[src/hdl/swhc_pkg.sv]
// Package with the constants, codes and types of the sliding window hit counter.
`default_nettype none
package swhc_pkg;

  localparam int WINDOW_SECONDS = 300;
  localparam int STAMP_W = 31;
  localparam int COUNT_W = 32;
  localparam int TOTAL_W = 41;
  localparam int IDX_W = $clog2(WINDOW_SECONDS);
  localparam int ENTRY_W = STAMP_W + COUNT_W;

  localparam logic [IDX_W-1:0] LAST_IDX = IDX_W'(WINDOW_SECONDS - 1);
  localparam logic [COUNT_W-1:0] COUNT_MAX = '1;
  localparam logic [TOTAL_W-1:0] TOTAL_MAX = '1;

  localparam logic REQ_HIT = 1'b0;
  localparam logic REQ_QUERY = 1'b1;

  typedef enum logic [2:0] {
    ST_CLEAR,
    ST_IDLE,
    ST_MOD,
    ST_HRD,
    ST_HWR,
    ST_QRUN,
    ST_QLAST,
    ST_QOUT
  } state_t;

endpackage
`default_nettype wire

[src/hdl/swhc_mod.sv]
// Unit that reduces a timestamp modulo the window length by reciprocal multiplication.
`default_nettype none
module swhc_mod
  import swhc_pkg::*;
(
  input  wire logic               clk,
  input  wire logic               rst,
  input  wire logic               start,
  input  wire logic [STAMP_W-1:0] value,
  output logic                    done,
  output logic      [IDX_W-1:0]   rem
);

  localparam int SHIFT = STAMP_W + IDX_W;
  localparam int PROD_W = 2 * STAMP_W + 1;
  localparam logic [STAMP_W:0] RECIP =
    (STAMP_W + 1)'(((64'd1 << SHIFT) + 64'(WINDOW_SECONDS) - 64'd1) / 64'(WINDOW_SECONDS));
  localparam logic [STAMP_W-1:0] MODULUS = STAMP_W'(WINDOW_SECONDS);

  logic mul_vld;
  logic sub_vld;
  logic [STAMP_W-1:0] val;
  logic [STAMP_W-1:0] quo;
  logic [PROD_W-1:0] prod;
  logic [STAMP_W-1:0] back;

  always_comb begin
    prod = PROD_W'(val) * PROD_W'(RECIP);
    back = STAMP_W'(quo * MODULUS);
  end

  always_ff @(posedge clk) begin
    if (rst) begin
      mul_vld <= 1'b0;
      sub_vld <= 1'b0;
      done <= 1'b0;
    end else begin
      mul_vld <= start;
      sub_vld <= mul_vld;
      done <= sub_vld;
    end
  end

  always_ff @(posedge clk) begin
    if (start) begin
      val <= value;
    end
    if (mul_vld) begin
      quo <= STAMP_W'(prod >> SHIFT);
    end
    if (sub_vld) begin
      rem <= IDX_W'(val - back);
    end
  end

endmodule
`default_nettype wire

[config.mk]
export PLATFORM = sky130hd
export DESIGN_NAME = swhc_mod
export DESIGN_NICKNAME = d
export VERILOG_FILES = /design/src/hdl/swhc_pkg.sv /design/src/hdl/swhc_mod.sv
export SDC_FILE = /design/constraint.sdc
export NUM_CORES = 1
export LEC_CHECK = 0
export BUFFER_PORTS_ARGS = -buffer_cell sky130_fd_sc_hd__buf_2
export CAP_MARGIN = 0
export CORE_UTILIZATION = 30
export DETAILED_ROUTE_END_ITERATION = 16
export HOLD_SLACK_MARGIN = 0.08
export PLACE_DENSITY_LB_ADDON = 0.2
export SLEW_MARGIN = 20
export SYNTH_ARGS = -nofsm -noshare
export SYNTH_HDL_FRONTEND = slang
export SYNTH_SLANG_ARGS = --single-unit
[constraint.sdc]
create_clock -name clk -period 13.8 [get_ports clk]
set_input_delay 3.45 -clock clk [delete_from_list [all_inputs] [get_ports clk]]
set_output_delay 3.45 -clock clk [all_outputs]
set_load 0.02 [all_outputs]
* After elaboration in Yosys (flattened, before gate mapping) *
Index checks and enable logic that the tools add are counted.

storage, ports and cells
  output and inout bits = 10
  memory bits (writable) = 0
  word-level logic and storage cells = 9
  input bits = 34
  memories = 0
  bits in read-only memories = 0
  bits in latches = 0
  flip-flop bits (word level) = 66

cells by class
  magnitude comparators = 0
  shifts and indexed selects = 0
  reductions and logical operators = 0
  $mul = 2
  div/mod/pow operators = 0
  equality and inequality tests = 0
  mux-type cells = 0
  add/subtract/negate cells = 1
  bitwise gates (word level) = 0

operator list
  cell                      count
  $mul A31 B29 Y60 const B  1
  $mul A23 B7 Y7 const B    1
  $sub A9 B9 Y9             1

* Depth between registers and ports, before layout *
  depth after elaboration = 2
  gate-level depth with buffers = 23
  depth with buffers taken out = 22

* Worst setup path before layout *
Ideal clock, no wire load.

  path type = flip-flop to flip-flop
  start = register val[8]
  end = register quo[6], data pin
  setup slack = 7.106 ns
  clock period less this slack = 6.694 ns
  path buffers = 0
  arrival time = 6.434 ns
  data required time = 13.540 ns
  setup time = 0.260 ns
  stages on the path, launching flop included = 21
  cell sequence = edfxtp_1 > inv_1 > fa_1 > fa_1 > inv_1 > fa_1 > fa_1 > fa_1 > fa_1 > fa_1 > inv_1 > fa_1 > inv_1 > ha_1 > a21oi_2 > o211ai_1 > a41oi_1 > o21ai_0 > a2111oi_2 > o211ai_1 > xnor2_1

between the ends
  cells in the longest elaborated chain, start to end = 1

RTL lines
  what                    line            text
  from (decl)             swhc_mod.sv:22  logic [STAMP_W-1:0] val;
  from (signal assigned)  swhc_mod.sv:46  val <= value;
  $mul A31 B29 Y60        swhc_mod.sv:28  prod = PROD_W'(val) * PROD_W'(RECIP);
  named net prod[46]      swhc_mod.sv:24  logic [PROD_W-1:0] prod;
  to (signal assigned)    swhc_mod.sv:49  quo <= STAMP_W'(prod >> SHIFT);
  to (decl)               swhc_mod.sv:23  logic [STAMP_W-1:0] quo;

The timed path passes the listed nets, and every way through them passes these cells.
A chain may end at the register's enable or synchronous reset.

* Worst setup path in the final report *
  start = register val[9]
  end = register quo[6], data pin

Same word-level chain as after synthesis.

==> results.rst <==
.. list-table::
   :header-rows: 1

   * - Metric
     - Value
   * - Result of the run
     - completed
   * - Most used flip-flop cell after synthesis
     - edfxtp_1
   * - Number of placement rows
     - 78
   * - Clock root buffer
     - clkbuf_16
   * - Maximum number of pins on one net before global-route repair
     - 33
   * - Maximum level of the CTS H-tree
     - 2
   * - GRT Overall Usage
     - about 17%
   * - Clock Latency Late Sink
     - 0.33 ns
   * - Launch point of the critical path
     - val[9]
   * - Detail-routed via count per cell
     - 4.41
   * - Largest cells by area after synthesis
     - fa_1 (41%), ha_1 (25%), inv_1 (13%), edfxtp_1 (10%), xnor2_1 (1.9%)
   * - Final weighted congestion in routability-driven placement
     - 0.919
   * - Total grt overflow
     - 0
   * - Achievable Freq
     - about 130 MHz
   * - Synthesized cell area
     - ~0.014 mm2
   * - Die Y
     - approximately 220 um
   * - Hold Buf Count CTS
     - 0
   * - Number of synthesized flops with an enable pin
     - 47
   * - CTS tree
     - built
   * - Global-route wire length before repair
     - ~60 mm
   * - Start-to-end type of the worst setup path
     - flop to flop
   * - Slew @ Worst Pin
     - between 0.9 and 1 ns
   * - Area growth, synth to finish
     - 8.28%
   * - Number of global-route vias before repair
     - ~9.9k
   * - Yosys warnings
     - 0
   * - Worst clock skew on the final layout
     - 0.0106 ns
   * - Die boundary width
     - 218 um
   * - Area leader, netlist
     - fa_1
   * - Endpoint kind of the worst setup timing path
     - flop
   * - Net count of the finished layout
     - 1991
   * - Number of nets produced by synthesis
     - 1936
   * - Clock buffer depth
     - 2
   * - Critical path launch point type
     - flop
   * - Data arrival time of the critical path
     - ~7.6 ns
   * - Slew Viols, Final
     - 0
   * - Clock transition at the register clock pins on the worst setup and hold paths after CTS
     - around 0.090 ns
   * - Iter 0 DRT Violations
     - approximately 400
   * - ANT cells
     - 0
   * - Setup TNS
     - 0 ns
   * - Part of the Yosys area used for sequential elements
     - between 10% and 20%
   * - Post-Synthesis Cells
     - about 1.3k
   * - Starting density of the core
     - a little under a third
   * - Library cells used by synthesis
     - 44
   * - Period Utilization, post-route
     - roughly 54%
   * - Initial antenna violation count
     - 0
   * - Sink count of the clock tree
     - 50
   * - DIE AREA
     - ~0.048 mm2
   * - Top fanout value on the critical path
     - 7
   * - Count of TritonRoute iterations in the first routing pass
     - 4
   * - Final Hold Fails
     - 0
   * - Average detailed-routed wire length per instance
     - 18.2 um
   * - Beginning of the worst hold path
     - mul_vld
   * - Post-Layout Inst Area
     - 0.0152 mm2
   * - Finish-stage setup viols
     - 0
   * - Num CTS Buffers
     - 5
   * - Async SR Flop Fraction
     - 0%
   * - Number of buffers inserted by port buffering
     - 43
   * - Top cell type's share of synthesized area
     - between 40% and 50%
   * - Max-capacitance violation count
     - 0
   * - Number of vias after detailed routing
     - around 9k
   * - Final wirelength
     - 36.2 mm
   * - Post-CTS setup repair buffer count
     - 0
   * - Clock period minus final worst setup slack
     - 7.52 ns
   * - Data required, critical path
     - between 10 and 15 ns
   * - Layout filler cell count
     - between 4k and 5k
   * - RSZ-0062 raised after global routing
     - no
   * - Number of routed nets with antenna violations
     - 0
   * - Area after DPL
     - 0.0151 mm2
   * - Core outline area
     - roughly 0.046 mm2
   * - Average cell area after synthesis
     - ~11 um2
   * - Placed wire-length estimate after detailed placement
     - ~32 mm
   * - Flip-flop and latch count after synthesis
     - 50
   * - Fraction of final layout cells sized beyond drive strength 1
     - 4.62%
   * - Worst r2r src
     - val[9]
   * - Worst relative slew slack
     - between 30% and 40%
   * - Path class of the lowest-slack min-delay path
     - flop to flop
   * - Remaining design rule violation count
     - 0
   * - Resized cells post-CTS
     - 0
   * - Number of top-level pins
     - between 40 and 50
## layout by cell type (no fill, tap or decap), types with 11 or more instances in the layout
cell type / netlist / final
a21o_1: 16 / 16
a21oi_1: 43 / 43
buf_2: 1 / 43
edfxtp_1: 47 / 47
fa_1: 287 / 287
ha_1: 285 / 285
inv_1: 471 / 471
nand2_1: 25 / 25
nor2_1: 12 / 12
o21ai_0: 15 / 15
xnor2_1: 31 / 31
xor2_1: 11 / 11
## Yosys cell counts, types with 2 or more instances
| master | n |
|---|---|
| nand4_1 | 10 |
| nand3_1 | 9 |
| nor2_1 | 12 |
| a21o_1 | 16 |
| nor3_1 | 7 |
| edfxtp_1 | 47 |
| a31oi_1 | 2 |
| a21oi_1 | 43 |
| o22ai_1 | 3 |
| a41oi_1 | 2 |
| ha_1 | 285 |
| fa_1 | 287 |
| nand2_1 | 25 |
| and3_1 | 5 |
| a21oi_2 | 3 |
| o21ai_1 | 4 |
| inv_1 | 471 |
| o21a_1 | 3 |
| dfxtp_1 | 3 |
| o21bai_1 | 7 |
| and4_1 | 2 |
| a2111oi_2 | 2 |
| o211ai_1 | 5 |
| o21ai_0 | 15 |
| xor2_1 | 11 |
| nor2b_1 | 3 |
| xnor2_1 | 31 |
## final cells by class
cell class | count | area (um2) | share of cell area, %
clock buffer | 5 | 125 | 0.823
clock inverter | 3 | 28.8 | 0.189
inverter | 471 | 1770 | 11.6
multi-input combinational | 807 | 10800 | 71.0
sequential | 50 | 1470 | 9.67
tap | 600 | 751 | 4.94
timing repair buffer | 50 | 268 | 1.76
## per-stage QoR
step	setup slack [ns]	util, %	hold WS (ns)	std cells
2_1_floorplan	7.11	-	0.551	1330
3_3_place_gp	6.26	32.9	0.637	1978
3_5_place_dp	6.29	32.9	0.644	1978
4_1_cts	6.23	33.2	0.659	1986
5_1_grt	5.83	33.2	0.686	1986
6_report	6.28	33.2	0.643	1986
## registers in the layout, indices dropped and copies added, names as in the netlist
name	cells
val	31
rem	9
quo	7
done	1
mul_vld	1
sub_vld	1
## final timing paths
check | end | slack [ns] | cells after the start
max | quo[6] | 6.28 | 20
min | quo[3] | 0.64 | 0
max reg2reg | quo[6] | 6.28 | 20
min reg2reg | quo[3] | 0.64 | 0
## worst max-delay path, stage by stage (launching register included)
cell       delay (ns)
edfxtp_1         0.72
inv_1            0.36
fa_1             0.63
fa_1             0.46
fa_1             0.52
inv_1            0.06
fa_1             0.54
fa_1             0.44
fa_1             0.51
fa_1             0.54
inv_1            0.05
fa_1             0.50
inv_1            0.04
ha_1             0.37
a21oi_2          0.22
o211ai_1         0.14
a41oi_1          0.23
o21ai_0          0.14
a2111oi_2        0.43
o211ai_1         0.18
xnor2_1          0.14
## layer usage
| metal | share of wire (%) | vias up | wire length (um) | GRT usage [%] |
|---|---|---|---|---|
| li1 | - | 4176 | - | - |
| met4 | 2.0 | 0 | 721 | 3.66 |
| met1 | 47 | 4424 | 16900 | 22.9 |
| met2 | 48 | 128 | 17400 | 28.0 |
| met3 | 3.2 | 29 | 1160 | 1.64 |
| met5 | 0 | - | 0 | 0 |
## logic make-up after synthesis
logic type | synth area share [%]
flip-flops | 10.5
XOR/XNOR | 2.62
adder cells (fa/ha/maj) | 66.3
buffers and inverters | 12.6
AO/OA/AOI/OAI | 5.24
AND/OR/NAND/NOR | 2.73
Power is left out: the tool's default activity adds up to more than one toggle a clock period on the data nets, which glitch-free logic cannot reach.
