<file path="config.mk">
export PLATFORM = sky130hd
export DESIGN_NAME = swhc_ram
export DESIGN_NICKNAME = d
export VERILOG_FILES = /design/src/hdl/swhc_ram.sv
export SDC_FILE = /design/constraint.sdc
export NUM_CORES = 1
export LEC_CHECK = 0
export BUFFER_PORTS_ARGS = -buffer_cell sky130_fd_sc_hd__buf_2
export CAP_MARGIN = 20
export CORE_MARGIN = 1.5
export CORE_UTILIZATION = 35
export DETAILED_ROUTE_END_ITERATION = 6
export PLACE_DENSITY = 0.46
export SYNTH_ARGS = -nofsm -noshare
export SYNTH_HDL_FRONTEND = slang
export SYNTH_SLANG_ARGS = --single-unit
</file>
<file path="constraint.sdc">
create_clock -name clk -period 1.6 [get_ports clk]
set_input_delay 0 -clock clk [delete_from_list [all_inputs] [get_ports clk]]
set_output_delay 0 -clock clk [all_outputs]
set_load 0.03 [all_outputs]
</file>
<file path="src/hdl/swhc_ram.sv">
// Generic single write port RAM with one registered read port.
`default_nettype none
module swhc_ram #(
  parameter int WIDTH = 8,
  parameter int DEPTH = 16
) (
  input  wire logic                     clk,
  input  wire logic                     we,
  input  wire logic [$clog2(DEPTH)-1:0] waddr,
  input  wire logic [WIDTH-1:0]         wdata,
  input  wire logic [$clog2(DEPTH)-1:0] raddr,
  output logic      [WIDTH-1:0]         rdata
);

  logic [WIDTH-1:0] mem [DEPTH];

  always_ff @(posedge clk) begin
    if (we) begin
      mem[waddr] <= wdata;
    end
    rdata <= mem[raddr];
  end

endmodule
`default_nettype wire

</file>
Word level (Yosys, flattened, before mapping)
Memory sizes are Yosys's and may differ from the RTL's. A register that Yosys moved wholly into a read port is not among the register bits.
Index checks and enable logic that the tools add are counted.
Widths: inputs -> output; s select.

storage, ports and cells
  flip-flop bits (word level) = 0
  bits in writable memories = 128
  input port bits = 18
  output and inout port bits = 8
  logic and storage cells = 3
  memories = 1

cells by class
  muxes and demuxes = 2

memories
  name  depth  bits a word  rd ports  clocked after memory_dff  write ports  line  text
  mem   16     8            1         1                         1            15    logic [WIDTH-1:0] mem [DEPTH];

operators with widths
  kind    number
  $mux 1  2

Logic depth before layout (Yosys ltp)
Gate-level depths: netlist (run 1).

  depth in word-level cells = 2
  mapped depth = 5
  depth with buffers taken out = 3

Least setup slack after synthesis (run 1)
Ideal clock, no wire load.

  path kind = input to register
  start point = input waddr[2]
  end point = memory mem[0][0], enable pin
  library setup time = 0.383 ns
  arrival time = 1.110 ns
  path slack = 0.107 ns
  stages = 2
  buffers on the path = 0
  cell sequence = or3b_2 -> nor3_1

RTL lines
  element             line  text
  start: declaration  9     input wire logic [$clog2(DEPTH)-1:0] waddr,
  end: declaration    15

No word-level cell before the write port.

==> flow_summary.yaml, run 1 <==
synthesis:
  netlist.area_leader.share: 0.747
  syn-num-nets: 247
  synthArstFlopShare: 0
  synthCells: 229
  synth.most_common_cell: "edfxtp_1"
  ys_seq_area_frac: 0.778
  ys_ff_latch: 136
  yosys_warnings: 0
  syn_area_sq_um: 5150
  synth.distinct_cells: 19
  synth_area_per_cell_sq_um: 22.5
  yosys_most_used_dff: "edfxtp_1"
  synth_common_cells: "128 x edfxtp_1, 18 x mux4_2, 16 x a22oi_1"
  yosys-top-cells-area: "edfxtp_1 75%, mux4_2 7.9%, mux4_1 7.1%"
  synth_edf_count: 128
  yosysTopAreaCell: "edfxtp_1"
timing:
  relSlewSlack: 0.733
  worst_slew_pin_slew_ps: 400
  setup_viol: 0
  setup_tns_ps: 0
  skew_ps: 4.84
  setup_ws_ps: 226
  final-hold-violation-count: 0
  clock.fmax_ghz: 0.728
  post-route-period-util: 0.859
  finalCriticalPeriod_ps: 1370
  grt_setup_unrepaired: "no"
  finalMaxSlewViolations: 0
hold_path:
  min-delay-start: "wdata[7]"
  hold_class: "in -> reg"
layout:
  n_antenna_cell: 0
  layout.nets: 311
  drive_gt1_frac: 0.298
  fin_cells: 489
  area_growth_pct: 21.5
  final_core_util: 0.433
pwr:
  total_power_mw: 8.10
  clock_power_share: 0.451
  p_comb_frac: 0.054
  swShare: 0.198
  peakVddDrop_uv: 1330
  p_int_mw: 6.50
  p_sw_mw: 1.61
  p_per_area_nw_per_um2: 1300
  p_leak_nw: 2.13
  pwr-share-seq: 0.495
clock_network:
  cts-root-buf: "clkbuf_16"
  postCtsSetupBuffers: 0
  htreeDepth: 4
  cts_tree: "done"
  path_clk_slew_ps: 60
  clock_latency_ps: 410
  cts_buffers: 17
  cts_max_path_buffers: 2
  cts_sinks: 136
place:
  dp_cells: 451
  place_congestion: 0.704
  hpwl_microns: 6630
  port_buffers: 25
  post-place-ws_ps: 97.1
worst_setup_path:
  rr_startpoint: "mem[2][2]$_DFFE_PP_"
  slowest_delay_ps: 490
  reg2reg_slack_ps: 230
  worst_r2r_endpoint: "rdata[2]$_DFF_P_"
  critPathKind: "reg -> reg"
  crit_arrival_ps: 1660
  rr_worst_depth: 3
  slowest_stage: "mux4_1"
  required_ps: 1890
  crit_path_start: "mem[2][2]$_DFFE_PP_"
  path_cells: "mux4_1 > a22oi_1 > nand2_1"
  end_kind: "register"
  critPathCapture: "rdata[2]$_DFF_P_"
  cp_max_fo: 1
  startpoint_type: "register"
floorplanning:
  die_area_sq_um: 15400
  ioPinCount: 26
  die_h_microns: 124
  die_w_microns: 124
  core_area_sq_um: 14400
  start_util: 0.357
  rows: 44
drt:
  wl_microns: 10600
  wl_per_cell_microns: 21.6
  detail-route-antenna-nets: 0
  firstDrtPassIters: 4
  first_iter_violations: 223
  num_vias: 2434
  detail_route.vias_per_cell: 4.98
  drc: 0
grt:
  grt_pass1_vias: 2589
  grt_overflow: 0
  track_usage: 0.147
  grt_max_degree: 33
  antenna_found_initial: 0
  grt_pass1_wl_microns: 16200
job:
  maxCapViolations: 0
status:
  status: "complete, no violations"
[worst max-delay path, delay by kind of cell (launching register included)]
kind / cells / cell delay [ps]
AND/OR/NAND/NOR: 1 / 100
multiplexers: 1 / 490
flip-flops: 1 / 370
AO/OA/AOI/OAI: 1 / 300
[cell type report]
type / instances / area [sq um]
clock inverter: 3 / 38.8
multi-input combinational: 83 / 1060
fill: 1277 / 8170
timing repair buffer: 55 / 405
sequential: 136 / 4000
tap: 184 / 230
clock buffer: 28 / 517
[logic make-up after synthesis]
family | after synthesis | synth area share
DFF | 136 | 0.778
and+or+nand+nor | 35 | 0.0318
muxes | 32 | 0.150
AOI/OAI and AO/OA | 16 | 0.0233
buffers and inverters | 10 | 0.0168
[worst min-delay path by stage]
stage,slack [ps],cells past startpoint,to
floorplan,100,0,mem[0][0]$_DFFE_PP_
global placement,400,1,mem[15][1]$_DFFE_PP_
detailed placement,410,1,mem[15][1]$_DFFE_PP_
CTS,4,1,mem[13][7]$_DFFE_PP_
global route,10,1,mem[12][7]$_DFFE_PP_
finish,10,1,mem[15][7]$_DFFE_PP_
[power by group through the flow]
stage	Clock, mW	Combinational [mW]	Sequential (mW)
2_1_floorplan	0	0.202	4.12
3_3_place_gp	0	0.436	4.08
3_5_place_dp	0	0.438	4.08
4_1_cts	3.73	0.453	4.01
5_1_grt	3.87	0.480	4.02
6_report	3.65	0.441	4.01
[what timing repair did]
item,4_1_cts,5_1_grt
gates resized for setup,0,0
hold endpoints to repair,112,0
hold buffers,7,0
[per-layer routing]
layer / wire, microns / global-route usage / vias to the layer above
met5: 0 / 0 / -
met4: 68 / 0.0588 / 0
met3: 389 / 0.0468 / 4
met2: 4980 / 0.215 / 53
met1: 5120 / 0.206 / 1280
li1: - / - / 1097
[flip-flops by register name, summed over array words and instances, names as in the netlist]
name	count
rdata	8
mem	128
[cell usage in the layout (no fill, tap or decap), drive strengths merged, types with 2 or more instances in the layout]
master	netlist	layout
a22oi	16	16
buf	7	48
clkbuf	0	28
clkinv	0	2
dfxtp	8	8
dlygate4sd3	0	7
edfxtp	128	128
mux4	32	32
nand2	9	9
nand2b	2	2
nand3b	2	2
nor2	13	13
nor3	4	4
[metrics by stage]
step / hold slack [ps] / area, sq um
2_1_floorplan: 98.9 / 5150
3_3_place_gp: 403 / 5630
3_5_place_dp: 412 / 5630
4_1_cts: 4.27 / 6250
5_1_grt: 10.8 / 6250
6_report: 12.0 / 6250
(Power assumes the default switching activity.)
==> inputs of run 2 (changes only) <==
--- a/config.mk
+++ b/config.mk
@@ -8,9 +8,9 @@
 export BUFFER_PORTS_ARGS = -buffer_cell sky130_fd_sc_hd__buf_2
 export CAP_MARGIN = 20
 export CORE_MARGIN = 1.5
-export CORE_UTILIZATION = 35
+export CORE_UTILIZATION = 48
 export DETAILED_ROUTE_END_ITERATION = 6
-export PLACE_DENSITY = 0.46
+export PLACE_DENSITY = 0.61
 export SYNTH_ARGS = -nofsm -noshare
 export SYNTH_HDL_FRONTEND = slang
 export SYNTH_SLANG_ARGS = --single-unit
==> run 2 against run 1 <==
  * Total power down 2.8%
  * Non-clock buffer count up 1
  * Sequential share of layout area rose by 1.1 points
  * Fmax rose by 2.4%
  * Highest routed layer unchanged
  * Utilization is 16 points higher
  * Register-to-register slack gained 30 ps
  * Sequential cell count did not move
  * Critical path depth unchanged
==> flow_summary.yaml, run 2 (synthesized netlist as in run 1, its figures left out) <==
status:
  status: "complete, no violations"
worst_setup_path:
  critPathKind: "reg -> reg"
  end_kind: "register"
  crit_arrival_ps: 1720
  rr_startpoint: "mem[9][4]$_DFFE_PP_"
  rr_worst_depth: 3
  worst_r2r_endpoint: "rdata[4]$_DFF_P_"
  startpoint_type: "register"
  cp_max_fo: 1
  required_ps: 1980
  reg2reg_slack_ps: 260
job:
  maxCapViolations: 0
clock_network:
  cts_sinks: 136
  htreeDepth: 4
  cts_buffers: 17
  cts_tree: "done"
  clock_latency_ps: 500
  cts-root-buf: "clkbuf_8"
  cts_max_path_buffers: 2
  path_clk_slew_ps: 60
timing:
  final-hold-violation-count: 0
  setup_ws_ps: 258
  setup_tns_ps: 0
  setup_viol: 0
  relSlewSlack: 0.718
  post-route-period-util: 0.839
  worst_slew_pin_slew_ps: 423
  finalMaxSlewViolations: 0
  skew_ps: 6.70
  clock.fmax_ghz: 0.745
  grt_setup_unrepaired: "no"
  finalCriticalPeriod_ps: 1340
grt:
  grtUsageMet2: 0.292
  grt_pass1_wl_microns: 15000
  grt_pass1_vias: 2572
  grt_overflow: 0
  grt_max_degree: 33
  grt_use_met3: 0.0466
  grtUsageMet1: 0.267
  grt.busiest_layer: "met2"
  antenna_found_initial: 0
  track_usage: 0.190
drt:
  num_vias: 2472
  drc: 0
  detail-route-antenna-nets: 0
  wl_per_cell_microns: 21.8
  first_iter_violations: 133
  firstDrtPassIters: 5
  wl_microns: 9620
  detail_route.vias_per_cell: 5.61
layout:
  top_regs: "mem (128), rdata (8)"
  mostFrequentLayoutCell: "edfxtp_1"
  final-seq-area_sq_um: 4000
  largest_reg_flops: 128
  layout.nets: 312
  fillers: 787
  final_core_util: 0.593
  area_growth_pct: 19.5
  top_register: "mem"
  multiInputGateArea_sq_um: 1060
  final_cell_mix: "128 x edfxtp_1, 25 x buf_2, 21 x buf_4"
  drive_gt1_frac: 0.282
  n_antenna_cell: 0
place:
  post-place-ws_ps: 151
  hpwl_microns: 6090
  port_buffers: 25
  place_congestion: 0.709
floorplanning:
  ioPinCount: 26
  die_h_microns: 107
  start_util: 0.496
  core_area_sq_um: 10400
  rows: 37
  die_area_sq_um: 11400
  die_w_microns: 107
pwr:
  peakVddDrop_uv: 535
  p_leak_nw: 2.10
  total_power_mw: 7.88
  p_per_area_nw_per_um2: 1280
hold_path:
  hold_path_depth: 3
  min-delay-start: "waddr[0]"
  min_to: "mem[0][7]$_DFFE_PP_"
  hold_class: "in -> reg"
[run 2: cell type report]
type / count / share of cell area
clock buffer: 23 / 0.0710
clock inverter: 7 / 0.0128
multi-input combinational: 83 / 0.172
sequential: 136 / 0.651
tap: 136 / 0.0277
timing repair buffer: 56 / 0.0655
[run 2: how the worst max path moves through the flow]
stage	end	cells after the start	slack [ps]	startpoint
global route	rdata[4]$_DFF_P_	3	180	mem[9][4]$_DFFE_PP_
finish	rdata[4]$_DFF_P_	3	260	mem[9][4]$_DFFE_PP_
detailed placement	rdata[2]$_DFF_P_	6	150	raddr[0]
floorplan	mem[0][0]$_DFFE_PP_	2	110	waddr[2]
global placement	rdata[2]$_DFF_P_	6	170	raddr[0]
CTS	rdata[4]$_DFF_P_	3	230	mem[10][4]$_DFFE_PP_
[run 2: stage by stage]
step	hold slack [ps]	std cells	instance area, sq um
2_1_floorplan	98.9	229	5150
3_3_place_gp	388	403	5550
3_5_place_dp	392	403	5550
4_1_cts	40.0	441	6150
5_1_grt	62.8	441	6150
6_report	57.5	441	6150
[run 2: power by group]
part	internal, mW	switching (mW)
logic	0.180	0.248
registers	3.99	0.0256
clock network	2.17	1.27
[run 2: per-layer routing]
| metal | share of wire | up-vias |
|---|---|---|
| li1 | - | 1104 |
| met1 | 0.45 | 1295 |
| met2 | 0.49 | 63 |
| met3 | 0.042 | 10 |
| met4 | 0.011 | 0 |
| met5 | 0 | - |
[run 2: timing repair]
| action | CTS | global route |
|---|---|---|
| resized for setup | 0 | 0 |
| endpoints found under the hold margin | 128 | 0 |
| buffers inserted | 0 | 0 |
| hold buffers | 8 | 0 |
[run 2: critical path, cell delays in order, from the launching register on]
cell,delay [ps]
edfxtp_1,340
mux4_1,500
a22oi_1,290
nand2_1,90
==> inputs of run 3 (changes only) <==
--- a/config.mk
+++ b/config.mk
@@ -10,7 +10,7 @@
 export CORE_MARGIN = 1.5
 export CORE_UTILIZATION = 48
 export DETAILED_ROUTE_END_ITERATION = 6
-export PLACE_DENSITY = 0.61
+export PLACE_DENSITY = 0.63
 export SYNTH_ARGS = -nofsm -noshare
 export SYNTH_HDL_FRONTEND = slang
 export SYNTH_SLANG_ARGS = --single-unit
==> constraint.sdc (replaced) <==
create_clock -name clk -period 1.2 [get_ports clk]
set_input_delay 0 -clock clk [delete_from_list [all_inputs] [get_ports clk]]
set_output_delay 0 -clock clk [all_outputs]
set_load 0.03 [all_outputs]
==> run 3 against run 2 <==
  * The flow now finishes with violations (negative setup slack)
  * Critical endpoint is now rdata[6]$_DFF_P_
  * Sequential power increased by 33%
  * Largest power group unchanged
  * Die area unchanged
  * Setup slack got worse by 320 ps
  * Register-to-register slack got worse by 320 ps
  * Count of clock-buffer cells in the layout decreased by 3
  * Clock skew increased by 1.8 ps
  * Combinational power increased by 47%
==> flow_summary.yaml, run 3 (synthesized netlist as in run 1, its figures left out) <==
clock_network:
  cts_sinks: 136
  cts-root-buf: "clkbuf_8"
  cts_tree: "done"
  path_clk_slew_ps: 60
  cts_max_path_buffers: 2
  clock_latency_ps: 510
  htreeDepth: 4
  postCtsSetupBuffers: 0
  cts_buffers: 17
worst_setup_path:
  worst_r2r_endpoint: "rdata[6]$_DFF_P_"
  slowest_delay_ps: 490
  path_cells: "mux4_2 > a22oi_2 > nand2_1"
  rr_worst_depth: 3
  crit_arrival_ps: 1650
  rr_startpoint: "mem[3][6]$_DFFE_PP_"
  reg2reg_slack_ps: -60
  cp_max_fo: 1
  slowest_stage: "mux4_2"
  crit_family: "multiplexers"
  end_kind: "register"
  startpoint_type: "register"
  critPathKind: "reg -> reg"
  critPathBufInv: 0
  required_ps: 1590
hold_path:
  min-delay-start: "waddr[0]"
  hold_path_depth: 3
  min_to: "mem[0][3]$_DFFE_PP_"
  hold_class: "in -> reg"
floorplanning:
  core_area_sq_um: 10400
  rows: 37
  die_w_microns: 107
  die_h_microns: 107
  die_area_sq_um: 11400
  start_util: 0.496
  ioPinCount: 26
layout:
  finalInstanceArea_sq_um: 6270
  final_cell_mix: "128 x edfxtp_1, 31 x mux4_2, 25 x buf_2, 25 x buf_4, 16 x clkbuf_16"
  layout.nets: 318
  mostFrequentLayoutCell: "edfxtp_1"
  area_growth_pct: 21.9
  drive_gt1_frac: 0.406
  fin_cells: 449
  largest_reg_flops: 128
  n_antenna_cell: 0
  fillers: 761
  top_register: "mem"
  top_regs: "mem (128), rdata (8)"
timing:
  finalCriticalPeriod_ps: 1260
  setup_ws_ps: -59.9
  relSlewSlack: 0.322
  finalMaxSlewViolations: 0
  final-hold-violation-count: 0
  holdWs_ps: 54.4
  clock.fmax_ghz: 0.794
  post-route-period-util: 1.05
  setup_viol: 7
  worst_slew_pin_slew_ps: 1010
  skew_ps: 8.50
  setup_tns_ps: -253
  grt_setup_unrepaired: "yes"
drt:
  num_vias: 2483
  wl_microns: 10200
  detail-route-antenna-nets: 0
  wl_per_cell_microns: 22.7
  drc: 0
  first_iter_violations: 150
  detail_route.vias_per_cell: 5.53
  firstDrtPassIters: 4
pwr:
  swShare: 0.208
  p_int_mw: 8.58
  p_per_area_nw_per_um2: 1730
  p_leak_nw: 2.11
  peakVddDrop_uv: 908
  pwr-share-seq: 0.494
  p_sw_mw: 2.25
  clock_power_share: 0.448
  p_comb_frac: 0.058
job:
  maxCapViolations: 0
grt:
  antenna_found_initial: 0
  grt_pass1_vias: 2706
  grt_pass1_wl_microns: 15900
  grt_overflow: 0
  track_usage: 0.202
  grt_max_degree: 28
place:
  hpwl_microns: 6480
  place_congestion: 0.804
  dp_cells: 409
  port_buffers: 25
  dpl_cell_area_sq_um: 5630
status:
  violations: "negative setup slack"
  status: "finished, violations left"
-- run 3: cell type report --
cell class / instances / area [sq um] / area share
clock buffers: 20 / 435 / 0.0694
well taps: 136 / 170 / 0.0271
repair buffers: 62 / 473 / 0.0754
flip-flops and latches: 136 / 4000 / 0.638
multi-input cells: 83 / 1060 / 0.170
clock inverters: 12 / 128 / 0.0203
-- run 3: power groups by stage --
stage               Combinational (mW)  Clock (mW)  Sequential (mW)
floorplan                        0.270           0             5.50
global placement                 0.574           0             5.44
detailed placement               0.584           0             5.44
CTS                              0.638        4.96             5.35
global route                     0.680        5.15             5.35
finish                           0.629        4.85             5.35
-- run 3: per-layer routing --
layer | vias to the layer above | global-route usage | routed length [microns]
met5 | - | 0 | 0
met4 | 0 | 0.0790 | 126
met3 | 11 | 0.0540 | 425
met2 | 70 | 0.310 | 5030
met1 | 1298 | 0.280 | 4590
li1 | 1104 | - | -
-- run 3: worst max-delay path by stage --
stage	start	to	slack [ps]	cells after the start
5_1_grt	mem[7][0]$_DFFE_PP_	rdata[0]$_DFF_P_	-110	3
3_5_place_dp	raddr[0]	rdata[0]$_DFF_P_	-320	5
2_1_floorplan	waddr[2]	mem[3][0]$_DFFE_PP_	-70	2
3_3_place_gp	raddr[0]	rdata[0]$_DFF_P_	-310	5
4_1_cts	mem[3][0]$_DFFE_PP_	rdata[0]$_DFF_P_	-70	3
6_report	mem[3][6]$_DFFE_PP_	rdata[6]$_DFF_P_	-60	3
-- run 3: stage by stage --
stage                util  power [mW]  setup WS, ps
finish              0.605        10.8         -59.9
CTS                 0.604        10.9         -73.1
floorplan               -        5.77         -66.1
detailed placement  0.543        6.03          -318
global placement    0.543        6.01          -312
global route        0.605        11.2          -112
-- run 3: tightest hold or removal path: stages --
cell,delay [ps]
buf_2,150
nor3_2,60
buf_4,180
-- run 3: repair_timing --
action	4_1_cts	5_1_grt
setup endpoints to repair	8	8
gates resized for setup	22	1
endpoints found under the hold margin	128	0
pin swaps	10	5
hold buffers	8	0
